**config.mk**
```make
export PLATFORM = sky130hd
export DESIGN_NAME = morse_keyer
export DESIGN_NICKNAME = d
export VERILOG_FILES = /design/src/hdl/mk_pkg.sv /design/src/hdl/mk_queue.sv /design/src/hdl/mk_sender.sv /design/src/hdl/morse_keyer.sv
export VERILOG_INCLUDE_DIRS = /design/src /design/src/hdl
export SDC_FILE = /design/constraint.sdc
export NUM_CORES = 1
export LEC_CHECK = 0
export BUFFER_PORTS_ARGS = -buffer_cell sky130_fd_sc_hd__buf_2
export CAP_MARGIN = 10
export CELL_PAD_IN_SITES_DETAIL_PLACEMENT = 2
export CELL_PAD_IN_SITES_GLOBAL_PLACEMENT = 2
export CORE_MARGIN = 1.5
export CORE_UTILIZATION = 40
export DETAILED_ROUTE_END_ITERATION = 6
export MAX_ROUTING_LAYER = met4
export PLACE_DENSITY_LB_ADDON = 0.25
export SLEW_MARGIN = 20
export SYNTH_ARGS = -nofsm -noshare
export SYNTH_HDL_FRONTEND = slang
export SYNTH_SLANG_ARGS = --single-unit
```
**constraint.sdc**
```tcl
create_clock -name clk -period 8.28 [get_ports clk]
set_input_delay 1.656 -clock clk [delete_from_list [all_inputs] [get_ports clk]]
set_output_delay 1.656 -clock clk [all_outputs]
set_load 0.05 [all_outputs]
```
**src/hdl/morse_keyer_assert.svh**
```systemverilog
// Assertion macros used by the keyer queue.
`ifndef MORSE_KEYER_ASSERT_SVH
`define MORSE_KEYER_ASSERT_SVH

`ifndef SYNTHESIS

// Same-cycle implication, disabled while reset is asserted.
`define MK_ASSERT_IMP(lbl, clk, rst_n, ante, cons) \
  lbl: assert property (@(posedge clk) disable iff (!rst_n) (ante) |-> (cons)) \
    else $error("assertion failed");

// Next-cycle implication, disabled while reset is asserted.
`define MK_ASSERT_NXT(lbl, clk, rst_n, ante, cons) \
  lbl: assert property (@(posedge clk) disable iff (!rst_n) (ante) |=> (cons)) \
    else $error("assertion failed");

`else

`define MK_ASSERT_IMP(lbl, clk, rst_n, ante, cons)
`define MK_ASSERT_NXT(lbl, clk, rst_n, ante, cons)

`endif

`endif

```
**src/hdl/mk_pkg.sv**
```systemverilog
package mk_pkg;

  // Sizes of the fixed fields and the default queue depth.
  localparam int QUEUE_DEPTH_DEF = 16;
  localparam int CODE_W          = 14;
  localparam int UNIT_W          = 16;
  localparam int CFG_ADDR_W      = 3;
  localparam int CFG_DATA_W      = 32;

  // Register index codes (taken from the word address bit).
  localparam logic REG_UNIT_TICKS = 1'b0;

  localparam logic [UNIT_W-1:0] UNIT_TICKS_RST = 16'd1;

  // Gap codes: space is three units off, anything unknown is seven.
  localparam logic [CODE_W-1:0] GAP_SPACE = 14'h0002;
  localparam logic [CODE_W-1:0] GAP_WORD  = 14'h0004;

  // Sender phases.
  typedef enum logic [1:0] {
    PH_IDLE,
    PH_CODE,
    PH_TRAIL,
    PH_GAP
  } phase_t;

  // Status from the sender to the top level.
  typedef struct packed {
    logic pop;
    logic key;
    logic busy;
  } snd_status_t;

  // Letter codes A to Z, one bit per unit, sent LSB first.
  localparam logic [CODE_W-1:0] LETTER_CODE [26] = '{
    14'd29,   14'd343,  14'd1495, 14'd87,   14'd1,    14'd373,  14'd375,
    14'd85,   14'd5,    14'd7645, 14'd471,  14'd349,  14'd119,  14'd23,
    14'd1911, 14'd1501, 14'd7543, 14'd93,   14'd21,   14'd7,    14'd117,
    14'd469,  14'd477,  14'd1879, 14'd7639, 14'd1399
  };

  // Case-folding lookup of one ASCII byte.
  function automatic logic [CODE_W-1:0] char_to_code(input logic [7:0] c);
    logic [7:0] up_idx;
    logic [7:0] lo_idx;
    up_idx = c - 8'h41;
    lo_idx = c - 8'h61;
    if (c >= 8'h41 && c <= 8'h5A) begin
      char_to_code = LETTER_CODE[up_idx[4:0]];
    end else if (c >= 8'h61 && c <= 8'h7A) begin
      char_to_code = LETTER_CODE[lo_idx[4:0]];
    end else if (c == 8'h20 || c == 8'h40) begin
      // The at sign is sent as a space.
      char_to_code = GAP_SPACE;
    end else begin
      char_to_code = GAP_WORD;
    end
  endfunction

endpackage

```
**src/hdl/mk_queue.sv**
```systemverilog
`include "morse_keyer_assert.svh"

module mk_queue #(
  parameter int DEPTH = mk_pkg::QUEUE_DEPTH_DEF
) (
  input  logic                          clk,
  input  logic                          rst_n,
  input  logic                          push_i,
  input  logic                          pop_i,
  input  logic [mk_pkg::CODE_W-1:0]     din_i,
  output logic [mk_pkg::CODE_W-1:0]     front_o,
  output logic [$clog2(DEPTH+1)-1:0]    fill_o,
  output logic [$clog2(DEPTH+1)-1:0]    fill_nxt_o
);
  import mk_pkg::*;

  localparam int IDX_W  = (DEPTH > 1) ? $clog2(DEPTH) : 1;
  localparam int FILL_W = $clog2(DEPTH + 1);
  localparam logic [IDX_W-1:0]  LAST_IDX = IDX_W'(DEPTH - 1);
  localparam logic [FILL_W-1:0] FILL_ONE = FILL_W'(1);

  logic [CODE_W-1:0] mem [DEPTH];
  logic [IDX_W-1:0]  head_r, head_nxt;
  logic [IDX_W-1:0]  tail_r, tail_nxt;
  logic [FILL_W-1:0] fill_r, fill_nxt;
  logic [CODE_W-1:0] rd_r;
  logic              byp_r;
  logic [CODE_W-1:0] byp_data_r;

  // Pointer and fill updates; push and pop never come in the same cycle.
  always_comb begin
    head_nxt = head_r;
    tail_nxt = tail_r;
    fill_nxt = fill_r;
    if (push_i) begin
      tail_nxt = (tail_r == LAST_IDX) ? '0 : tail_r + 1'b1;
      fill_nxt = fill_r + FILL_ONE;
    end else if (pop_i) begin
      head_nxt = (head_r == LAST_IDX) ? '0 : head_r + 1'b1;
      fill_nxt = fill_r - FILL_ONE;
    end
  end

  always_ff @(posedge clk) begin
    if (!rst_n) begin
      head_r <= '0;
      tail_r <= '0;
      fill_r <= '0;
      byp_r  <= 1'b0;
    end else begin
      head_r <= head_nxt;
      tail_r <= tail_nxt;
      fill_r <= fill_nxt;
      // A push into an empty queue lands on the entry being read.
      byp_r  <= push_i && (tail_r == head_nxt);
    end
  end

  // Code storage with a registered read of the next head entry.
  always_ff @(posedge clk) begin
    if (push_i) begin
      mem[tail_r] <= din_i;
    end
    rd_r       <= mem[head_nxt];
    byp_data_r <= din_i;
  end

  assign front_o    = byp_r ? byp_data_r : rd_r;
  assign fill_o     = fill_r;
  assign fill_nxt_o = fill_nxt;

  `MK_ASSERT_IMP(a_push_not_full, clk, rst_n, push_i, fill_r != FILL_W'(DEPTH))
  `MK_ASSERT_IMP(a_pop_not_empty, clk, rst_n, pop_i, fill_r != '0)
  `MK_ASSERT_IMP(a_byp_single, clk, rst_n, byp_r, fill_r == FILL_ONE)

endmodule

```
**src/hdl/mk_sender.sv**
```systemverilog
module mk_sender (
  input  logic                        clk,
  input  logic                        rst_n,
  input  logic                        tick_i,
  input  logic [mk_pkg::UNIT_W-1:0]   unit_ticks_i,
  input  logic                        q_nonempty_i,
  input  logic [mk_pkg::CODE_W-1:0]   front_i,
  output mk_pkg::snd_status_t         status_o
);
  import mk_pkg::*;

  localparam logic [2:0] UNITS_SPACE = 3'd3;
  localparam logic [2:0] UNITS_WORD  = 3'd7;

  phase_t            phase_r, phase_nxt, cur_phase;
  logic [CODE_W-1:0] shift_r, shift_nxt, cur_shift, shifted;
  logic [2:0]        units_r, units_nxt, cur_units, units_dec;
  logic [UNIT_W-1:0] tick_r, tick_nxt, cur_tick, eff_unit;
  logic              start;
  logic              unit_end;

  // A tick that finds the sender idle takes the next code right away.
  always_comb begin
    start     = tick_i && (phase_r == PH_IDLE) && q_nonempty_i;
    cur_phase = phase_r;
    cur_shift = shift_r;
    cur_units = units_r;
    cur_tick  = tick_r;
    if (start) begin
      cur_tick = '0;
      if (front_i[0]) begin
        cur_shift = front_i;
        cur_phase = PH_CODE;
      end else if (front_i == GAP_SPACE) begin
        cur_units = UNITS_SPACE;
        cur_phase = PH_GAP;
      end else if (front_i == GAP_WORD) begin
        cur_units = UNITS_WORD;
        cur_phase = PH_GAP;
      end
    end
  end

  // Unit length of zero behaves as one tick.
  assign eff_unit  = (unit_ticks_i == '0) ? UNIT_W'(1) : unit_ticks_i;
  assign unit_end  = ({1'b0, cur_tick} + (UNIT_W+1)'(1)) >= {1'b0, eff_unit};
  assign shifted   = cur_shift >> 1;
  assign units_dec = cur_units - 3'd1;

  // Next state: advance the tick counter and close a unit when it expires.
  always_comb begin
    phase_nxt = phase_r;
    shift_nxt = shift_r;
    units_nxt = units_r;
    tick_nxt  = tick_r;
    if (tick_i) begin
      phase_nxt = cur_phase;
      shift_nxt = cur_shift;
      units_nxt = cur_units;
      tick_nxt  = cur_tick;
      if (cur_phase != PH_IDLE) begin
        if (unit_end) begin
          tick_nxt = '0;
          unique case (cur_phase)
            PH_CODE: begin
              shift_nxt = shifted;
              if (shifted == '0) begin
                phase_nxt = PH_TRAIL;
              end
            end
            PH_TRAIL: begin
              phase_nxt = PH_IDLE;
            end
            PH_GAP: begin
              units_nxt = units_dec;
              if (units_dec == '0) begin
                phase_nxt = PH_IDLE;
              end
            end
            PH_IDLE: begin
              phase_nxt = PH_IDLE;
            end
          endcase
        end else begin
          tick_nxt = cur_tick + 1'b1;
        end
      end
    end
  end

  // Outputs: the key follows the low shift bit while a letter is sent.
  always_comb begin
    status_o.pop  = start;
    status_o.key  = (cur_phase == PH_CODE) && cur_shift[0];
    status_o.busy = (cur_phase != PH_IDLE);
  end

  always_ff @(posedge clk) begin
    if (!rst_n) begin
      phase_r <= PH_IDLE;
      shift_r <= '0;
      units_r <= '0;
      tick_r  <= '0;
    end else begin
      phase_r <= phase_nxt;
      shift_r <= shift_nxt;
      units_r <= units_nxt;
      tick_r  <= tick_nxt;
    end
  end

endmodule

```
**src/hdl/morse_keyer.sv**
```systemverilog
// Channel   Dir  Payload                                       Handshake
// in_*      in   tuser: mode; tdata: char_code                 tvalid/tready
// out_*     out  tdata: key, busy, accepted, dropped, count    tvalid/tready
// cfg_*     in   unit_ticks at byte address 0                  APB, pready high
//
// One item per clock unless the output stalls; its result shows the next cycle.
// The whole item is handled in one pass from the state registers to the
// output register, so the rate is set only by the output handshake.
// A stalled result stays in the output register; a new item is still taken
// in the cycle the held result is taken. Reset is synchronous, active low.
module morse_keyer #(
  parameter int QUEUE_DEPTH = mk_pkg::QUEUE_DEPTH_DEF
) (
  input  logic                           clk,
  input  logic                           rst_n,
  input  logic                           in_tvalid,
  output logic                           in_tready,
  input  logic [7:0]                     in_tdata,   // [7:0] char_code
  input  logic                           in_tuser,   // [0] mode
  output logic                           out_tvalid,
  input  logic                           out_tready,
  // [0] key_level, [1] busy_res, [2] accepted, [3] dropped,
  // [8:4] queue_count, [15:9] zero
  output logic [15:0]                    out_tdata,
  input  logic                           cfg_psel,
  input  logic                           cfg_penable,
  input  logic                           cfg_pwrite,
  input  logic [mk_pkg::CFG_ADDR_W-1:0]  cfg_paddr,
  input  logic [mk_pkg::CFG_DATA_W-1:0]  cfg_pwdata,
  output logic [mk_pkg::CFG_DATA_W-1:0]  cfg_prdata,
  output logic                           cfg_pready
);
  import mk_pkg::*;

  localparam int FILL_W = $clog2(QUEUE_DEPTH + 1);

  logic [UNIT_W-1:0] unit_ticks_r;
  logic              accept;
  logic              tick;
  logic              is_char;
  logic              q_full;
  logic              push;
  logic [CODE_W-1:0] code;
  logic [CODE_W-1:0] front;
  logic [FILL_W-1:0] fill;
  logic [FILL_W-1:0] fill_nxt;
  snd_status_t       snd;
  logic              out_tvalid_r;
  logic [15:0]       out_tdata_r;
  logic [15:0]       result;

  // Configuration register; writes complete in the APB access phase.
  assign cfg_pready = 1'b1;

  always_ff @(posedge clk) begin
    if (!rst_n) begin
      unit_ticks_r <= UNIT_TICKS_RST;
    end else if (cfg_psel && cfg_penable && cfg_pwrite && cfg_pready &&
                 cfg_paddr[2] == REG_UNIT_TICKS) begin
      unit_ticks_r <= cfg_pwdata[UNIT_W-1:0];
    end
  end

  always_comb begin
    unique case (cfg_paddr[2])
      REG_UNIT_TICKS: cfg_prdata = {{(CFG_DATA_W-UNIT_W){1'b0}}, unit_ticks_r};
      default:        cfg_prdata = '0;
    endcase
  end

  // Input transaction decode.
  assign in_tready = !out_tvalid_r || out_tready;
  assign accept    = in_tvalid && in_tready;
  assign tick      = accept && in_tuser;
  assign is_char   = accept && !in_tuser;
  assign q_full    = (fill == FILL_W'(QUEUE_DEPTH));
  assign push      = is_char && !q_full;
  assign code      = char_to_code(in_tdata);

  mk_queue #(
    .DEPTH (QUEUE_DEPTH)
  ) u_queue (
    .clk        (clk),
    .rst_n      (rst_n),
    .push_i     (push),
    .pop_i      (snd.pop),
    .din_i      (code),
    .front_o    (front),
    .fill_o     (fill),
    .fill_nxt_o (fill_nxt)
  );

  mk_sender u_sender (
    .clk          (clk),
    .rst_n        (rst_n),
    .tick_i       (tick),
    .unit_ticks_i (unit_ticks_r),
    .q_nonempty_i (fill != '0),
    .front_i      (front),
    .status_o     (snd)
  );

  // Result word for this transaction.
  assign result = {7'b0, 5'(fill_nxt), is_char && q_full, push, snd.busy, snd.key};

  // Output register.
  always_ff @(posedge clk) begin
    if (!rst_n) begin
      out_tvalid_r <= 1'b0;
    end else if (accept) begin
      out_tvalid_r <= 1'b1;
    end else if (out_tready) begin
      out_tvalid_r <= 1'b0;
    end
  end

  always_ff @(posedge clk) begin
    if (accept) begin
      out_tdata_r <= result;
    end
  end

  assign out_tvalid = out_tvalid_r;
  assign out_tdata  = out_tdata_r;

endmodule
```
# [After elaboration in Yosys (flattened, before gate mapping)]
# Memory sizes are Yosys's and may differ from the RTL's. A register that Yosys moved wholly into a read port is not among the register bits.
# Index checks and enable logic that the tools add are counted.
# Widths: inputs -> output; s select.
[op_classes] addsub=9 n_lt_le_gt_ge=7 eq_ne=11 n_mux=44 n_bitwise=3 n_reduce_logical=28
[ops] operator="$mux 14" count=12
[ops] operator="$mux 16" count=5
[ops] operator="$mux 3" count=8
[ops] operator="$add 16x1->17 const B" count=1
[ops] operator="$ge 17x16->1" count=1
[ops] operator="$add 16x1->16 const B" count=1
[ops] operator="$ge 8x7->1 const B" count=2
[ops] operator="$le 8x7->1 const B" count=2
[ops] operator="$logic_not 16->1" count=1
[ops] operator="$mux 2" count=8
[ops] operator="$mux 4" count=4
[ops] operator="$sub 5x1->5 const B" count=3
[ops] operator="$eq 14x2->1 const B" count=1
[ops] operator="$eq 14x3->1 const B" count=1
[ops] operator="$logic_and 1x1->1" count=14
[ops] operator="$logic_not 14->1" count=1
[ops] operator="$ge 6x6->1 const B" count=2
[ops] operator="$not 5->6" count=2
[ops] operator="$mux 5" count=2
[ops] operator="$add 4x1->4 const B" count=2
[ops] operator="$eq 4x4->1 const B" count=2
[ops] operator="$eq 8x6->1 const B" count=1
[ops] operator="$eq 8x7->1 const B" count=1
[ops] operator="$pmux 2 s3" count=1
[ops] operator="other kinds (15)" count=24
[totals] register_bits=89 ramBits=224 romBits=896 in_bits=51 elab_cells=117 n_memories=3
[mem_list] memory="(no name shown)" depth=32 word_bits=14 rd=1 rd_clocked_by_memory_dff=0 wr=0 line_no="mk_pkg.sv:51" text="char_to_code = LETTER_CODE[lo_idx[4:0]];"
[mem_list] memory="(no name shown)" depth=32 word_bits=14 rd=1 rd_clocked_by_memory_dff=0 wr=0 line_no="mk_pkg.sv:49" text="char_to_code = LETTER_CODE[up_idx[4:0]];"
[mem_list] memory="u_queue.mem" depth=16 word_bits=14 rd=1 rd_clocked_by_memory_dff=1 wr=1 line_no="mk_queue.sv:22" text="logic [CODE_W-1:0] mem [DEPTH];"

# [Logic depth before layout (Yosys ltp)]
[depth] word_depth=13 depth_mapped=21

# [By module]
# Synthesis repeated with hierarchy kept, for this count alone.
[hier_totals] hier_cells=1774 area_unflattened_um2=18116.1
[by_module_without_submodules] mod="mk_queue" n_inst=1 cells_per_inst=1170 area_per_inst_um2=13477.9 seq_area_each_um2=7567.3
[by_module_without_submodules] mod="mk_sender" n_inst=1 cells_per_inst=355 area_per_inst_um2=2657.5 seq_area_each_um2=700.7
[by_module_without_submodules] mod="morse_keyer" n_inst=1 cells_per_inst=249 area_per_inst_um2=1980.6 seq_area_each_um2=610.6

# [Least setup slack after synthesis]
# No wires, ideal clock.
[synth_path] kind="input to register" startpoint="input port out_tready" endpoint="register u_sender.tick_r[14]" setup_time_ns=0.091 arrival_ns=6.061 required_ns=8.189 slack_ns=2.128 cell_stages=20 cell_sequence="nand2b_1 clkbuf_1 nand4_1 buf_2 clkbuf_1 and2_1 ha_1 nand4_1 nor2_1 nand3_1 xor2_1 ha_1 o21a_1 o21ai_0 a211oi_1 nor4_2 and2_0 clkbuf_1 nand4_1 a311oi_1"
[synth_via] elab_chain_len=10 word_cells_on_any_way=13 cone_classes="2 x add/sub; 1 x order compare; 4 x mux; 6 x reduce/logical"
[synth_rtl] element="from (decl)" line_no="morse_keyer.sv:21" text="input logic out_tready,"
[synth_rtl] element="$logic_or 1x1->1 (*)" line_no="morse_keyer.sv:72" text="assign in_tready = !out_tvalid_r || out_tready;"
[synth_rtl] element="net in_tready" line_no="morse_keyer.sv:17" text="output logic in_tready,"
[synth_rtl] element="$logic_and 1x1->1 (*)" line_no="morse_keyer.sv:73" text="assign accept = in_tvalid && in_tready;"
[synth_rtl] element="$logic_and 1x1->1 (*)" line_no="morse_keyer.sv:74" text="assign tick = accept && in_tuser;"
[synth_rtl] element="$logic_and 1x1->1 (2 in a row)" line_no="mk_sender.sv:24" text="start = tick_i && (phase_r == PH_IDLE) && q_nonempty_i;"
[synth_rtl] element="$mux 16" line_no="mk_sender.sv:29" text="if (start) begin"
[synth_rtl] element="$add 16x1->17" line_no="mk_sender.sv:46" text="assign unit_end = ({1'b0, cur_tick} + (UNIT_W+1)'(1)) >= {1'b0, eff_unit};"
[synth_rtl] element="$ge 17x16->1" line_no="mk_sender.sv:46"
[synth_rtl] element="$mux 16" line_no="mk_sender.sv:62" text="if (unit_end) begin"
[synth_rtl] element="$mux 16" line_no="mk_sender.sv:61" text="if (cur_phase != PH_IDLE) begin"
[synth_rtl] element="to (signal assigned)" line_no="mk_sender.sv:108" text="tick_r <= tick_nxt;"
[synth_rtl] element="to (decl)" line_no="mk_sender.sv:18" text="logic [UNIT_W-1:0] tick_r, tick_nxt, cur_tick, eff_unit;"
# The timed path passes the listed nets; every way through them passes the cells marked *.
# A chain may end at the register's enable or synchronous reset.

# [Worst setup path after layout]
[layout_path] startpoint="input port out_tready" endpoint="register u_sender.shift_r[3]"
[layout_via] elab_chain_len=10 word_cells_on_any_way=15 cone_classes="1 x add/sub; 1 x order compare; 1 x eq/ne; 6 x mux; 6 x reduce/logical"
[layout_rtl] element="$logic_or 1x1->1 (*)" line_no="morse_keyer.sv:72"
[layout_rtl] element="$logic_and 1x1->1 (*)" line_no="morse_keyer.sv:73"
[layout_rtl] element="$logic_and 1x1->1 (*)" line_no="morse_keyer.sv:74"
[layout_rtl] element="$logic_and 1x1->1 (2 in a row)" line_no="mk_sender.sv:24"
[layout_rtl] element="$mux 16 / $mux 2 (equally long branches)" line_no="mk_sender.sv:29"
[layout_rtl] element="$add 16x1->17 / $eq 2x1->1 (equally long branches)" line_no="mk_sender.sv:46, mk_sender.sv:64"
[layout_rtl] element="$ge 17x16->1 / $mux 14 (equally long branches)" line_no="mk_sender.sv:46, mk_sender.sv:64"
[layout_rtl] element="$mux 14" line_no="mk_sender.sv:62"
[layout_rtl] element="$mux 14" line_no="mk_sender.sv:61"
[layout_rtl] element="to (signal assigned)" line_no="mk_sender.sv:106" text="shift_r <= shift_nxt;"
[layout_rtl] element="to (decl)" line_no="mk_sender.sv:16" text="logic [CODE_W-1:0] shift_r, shift_nxt, cur_shift, shifted;"
# Every way passes the cells marked *; elsewhere a longest branch is shown, timed or not.

==> impl_metrics.yaml <==
timing:
  hold_violations: 0
  fin_crit_ps: 5370
  worst_slack_ps: 2910
  max_freq_mhz: 186
  max-slew-margin-rel_pct: 27.4
  setup_violations: 0
  tightest_slew_ps: 1090
  setup-tns-final_ps: 0
  fin_crit_sh_pct: 64.8
  slew_viol_final: 0
  grt_setup_unrepaired: "false"
  fin_skew_ps: 20.9
die:
  dieArea_um2: 34500
  io_pins: 102
  die_w_um: 186
  dieHeight_um: 186
  start_util_pct: 40.8
  core_um2: 32700
  row_count: 66
power_and_ir_drop:
  vdd_drop_max_mv: 0.192
  pwr-share-comb_pct: 14.1
  clkPwrFrac_pct: 40.8
  p_seq_share_pct: 45.2
  leakagePower_nw: 5.70
  swShare_pct: 26.6
  power_switching_uw: 957
  p_per_area_nw_per_um2: 235
  power.internal_mw: 2.65
route:
  wirelength_mm: 35.8
  post-route-drc-count: 0
  ant_nets: 0
  wl_per_cell_um: 22.8
  vias_per_cell: 5.49
  drtIter0Drc: 415
  dr.pass1.iters: 4
  vias: 8646
clocking:
  cts_max_level: 2
  clkSlewWorstSetupHoldPaths_ps: 60
  cts_buffers: 34
  clockBufferDepth: 3
  postCtsHoldBufs: 0
  clock-root-buffer: "clkbuf_16"
  cts_setup_buffers: 0
  clock_latency_ps: 530
  cts_sinks: 291
  cts_tree: "built"
  cts_resized: 0
critical_path:
  rr_worst_depth: 19
  crit_arrival_ps: 5810
  critPathLaunchType: "input port"
  crit_fanout: 16
  end_kind: "register"
  r2r-end: "u_sender.shift_r[3]"
  reg2reg_from: "u_queue.fill_o[0]"
  ff2ff_setup_slack_ps: 3230
  path_class: "input port to register"
  crit_required_ps: 8720
synthesis:
  synth_edf_count: 201
  synth.distinct_cells: 74
  syn_inst: 1038
  yosysTopAreaCellShare_pct: 45.2
  yosys_register_bits: 291
  synth_area_leaders: "edfxtp_1, dfxtp_1, mux4_2, mux2i_1, ha_1"
  netlist_area_um2: 13400
  synthArstFlopShare_pct: 0
  syn_avg_cell_area_um2: 12.9
  yosys.area.top_type: "edfxtp_1"
  yosys_warnings: 0
  synth-main-ff-cell: "edfxtp_1"
  synth-seq-area-share_pct: 58.7
final_layout:
  diodes: 0
  layout-drive-gt1-share_pct: 20.1
  final_cell_mix: "edfxtp_1, dfxtp_1, nand2_1"
  final_area_um2: 15300
  fin_nets: 1193
  final_common_cell: "edfxtp_1"
  fillers: 3233
  syn2layout_area_growth_pct: 14.7
global_route:
  grt.overflow.total: 0
  grt_start_max_net_pins: 51
  grt_pass1_wl_mm: 55.2
  antenna_found_initial: 0
  grt_usage_pct: 21.9
  grt_pass1_vias: 9483
run:
  max-cap-violations: 0
place:
  place_area_um2: 14200
  dp_hpwl_mm: 23.7
  portBuffers: 59
  gp_congestion: 0.814
  pre_cts_slack_ps: 2310
outcome:
  outcome: "finished, final reports clean"
min_path:
  hold_path.startpoint: "unit_ticks_r[13]"
  hold_depth: 2
  hold_path.class: "register to register"
  hold_end: "unit_ticks_r[13]"
==> per-layer routing <==
layer | track usage (%) | up-vias | wire length (um)
li1 | - | 3988 | -
met5 | - | - | 0
met4 | 6.19 | 0 | 805
met1 | 25.6 | 4457 | 15200
met2 | 39.5 | 149 | 18900
met3 | 2.66 | 52 | 1000
==> power by group through the flow <==
| stage | Combinational, mW | Sequential (mW) | Clock, mW |
|---|---|---|---|
| 3_5_place_dp | 0.509 | 1.66 | 0 |
| 3_3_place_gp | 0.492 | 1.66 | 0 |
| 5_1_grt | 0.549 | 1.63 | 1.56 |
| 2_1_floorplan | 0.363 | 1.67 | 0 |
| 6_report | 0.506 | 1.63 | 1.47 |
| 4_1_cts | 0.512 | 1.63 | 1.51 |
==> Yosys cell counts, drive strengths merged (20+ instances only) <==
master	count
a21oi	60
edfxtp	201
nand3	20
mux2i	55
mux4	48
nor4	20
ha	36
nand2	84
xnor2	20
dfxtp	90
inv	37
buf	44
o21ai	23
clkbuf	33
nor2	84
==> worst max-delay path: stages <==
cell	delay, ps
buf_2	90
nand2b_1	230
nand4_1	160
and2_1	190
ha_1	240
nand4_1	230
nor2_1	300
xnor2_1	170
nor2_1	80
ha_1	310
nand4_1	150
or2_2	340
nor4_1	340
nor4_2	80
buf_4	180
a21oi_4	460
mux2_2	400
a21oi_1	150
==> kinds of logic after synthesis <==
kind of cell	synth area share [%]
buffers and inverters	4.29
other	0.0562
AO/OA/AOI/OAI	7.93
XOR/XNOR	2.16
AND/OR/NAND/NOR	10.5
adder cells (fa/ha/maj)	3.37
flip-flops	58.7
multiplexers	13.0
==> final cells by class <==
| class | instances | area (um2) | area share [%] |
|---|---|---|---|
| inverters | 38 | 143 | 0.931 |
| flip-flops and latches | 291 | 7840 | 51.2 |
| repair buffers | 87 | 509 | 3.32 |
| clock buffers | 48 | 963 | 6.29 |
| multi-input cells | 654 | 5170 | 33.7 |
| well taps | 442 | 553 | 3.61 |
| clock inverters | 14 | 146 | 0.955 |
==> stage by stage <==
step                power, mW  utilization (%)  hold WS (ps)  std cells
floorplan                2.03                -           445       1060
global placement         2.15             43.3           461       1511
detailed placement       2.17             43.3           466       1511
CTS                      3.65             46.7           474       1573
global route             3.74             46.9           504       1574
finish                   3.60             46.9           473       1574
==> worst max-delay path by stage <==
| stage | startpoint | endpoint | slack (ps) | depth (start not counted) |
|---|---|---|---|---|
| after floorplan | out_tready | u_sender.tick_r[14] | 2130 | 20 |
| after global placement | out_tready | u_sender.tick_r[14] | 2360 | 18 |
| after detailed placement | out_tready | u_sender.tick_r[14] | 2310 | 18 |
| after CTS | out_tready | u_sender.tick_r[14] | 2820 | 18 |
| after global routing | out_tready | u_sender.tick_r[14] | 2370 | 18 |
| final | out_tready | u_sender.shift_r[3] | 2910 | 18 |
==> state kept, by name, summed over array words and instances, names as in the netlist <==
register,cells
u_queue.rd_r,12
u_queue.byp_data_r,12
unit_ticks_r,16
u_sender.shift_r,14
u_queue.head_r,4
u_sender.phase_r,2
u_sender.units_r,3
out_tdata,9
u_queue.tail_r,4
out_tvalid,1
u_sender.tick_r,16
u_queue.fill_o,5
u_queue.byp_r,1
u_queue.mem,192
Note: power is estimated with default switching activity, not from simulation.
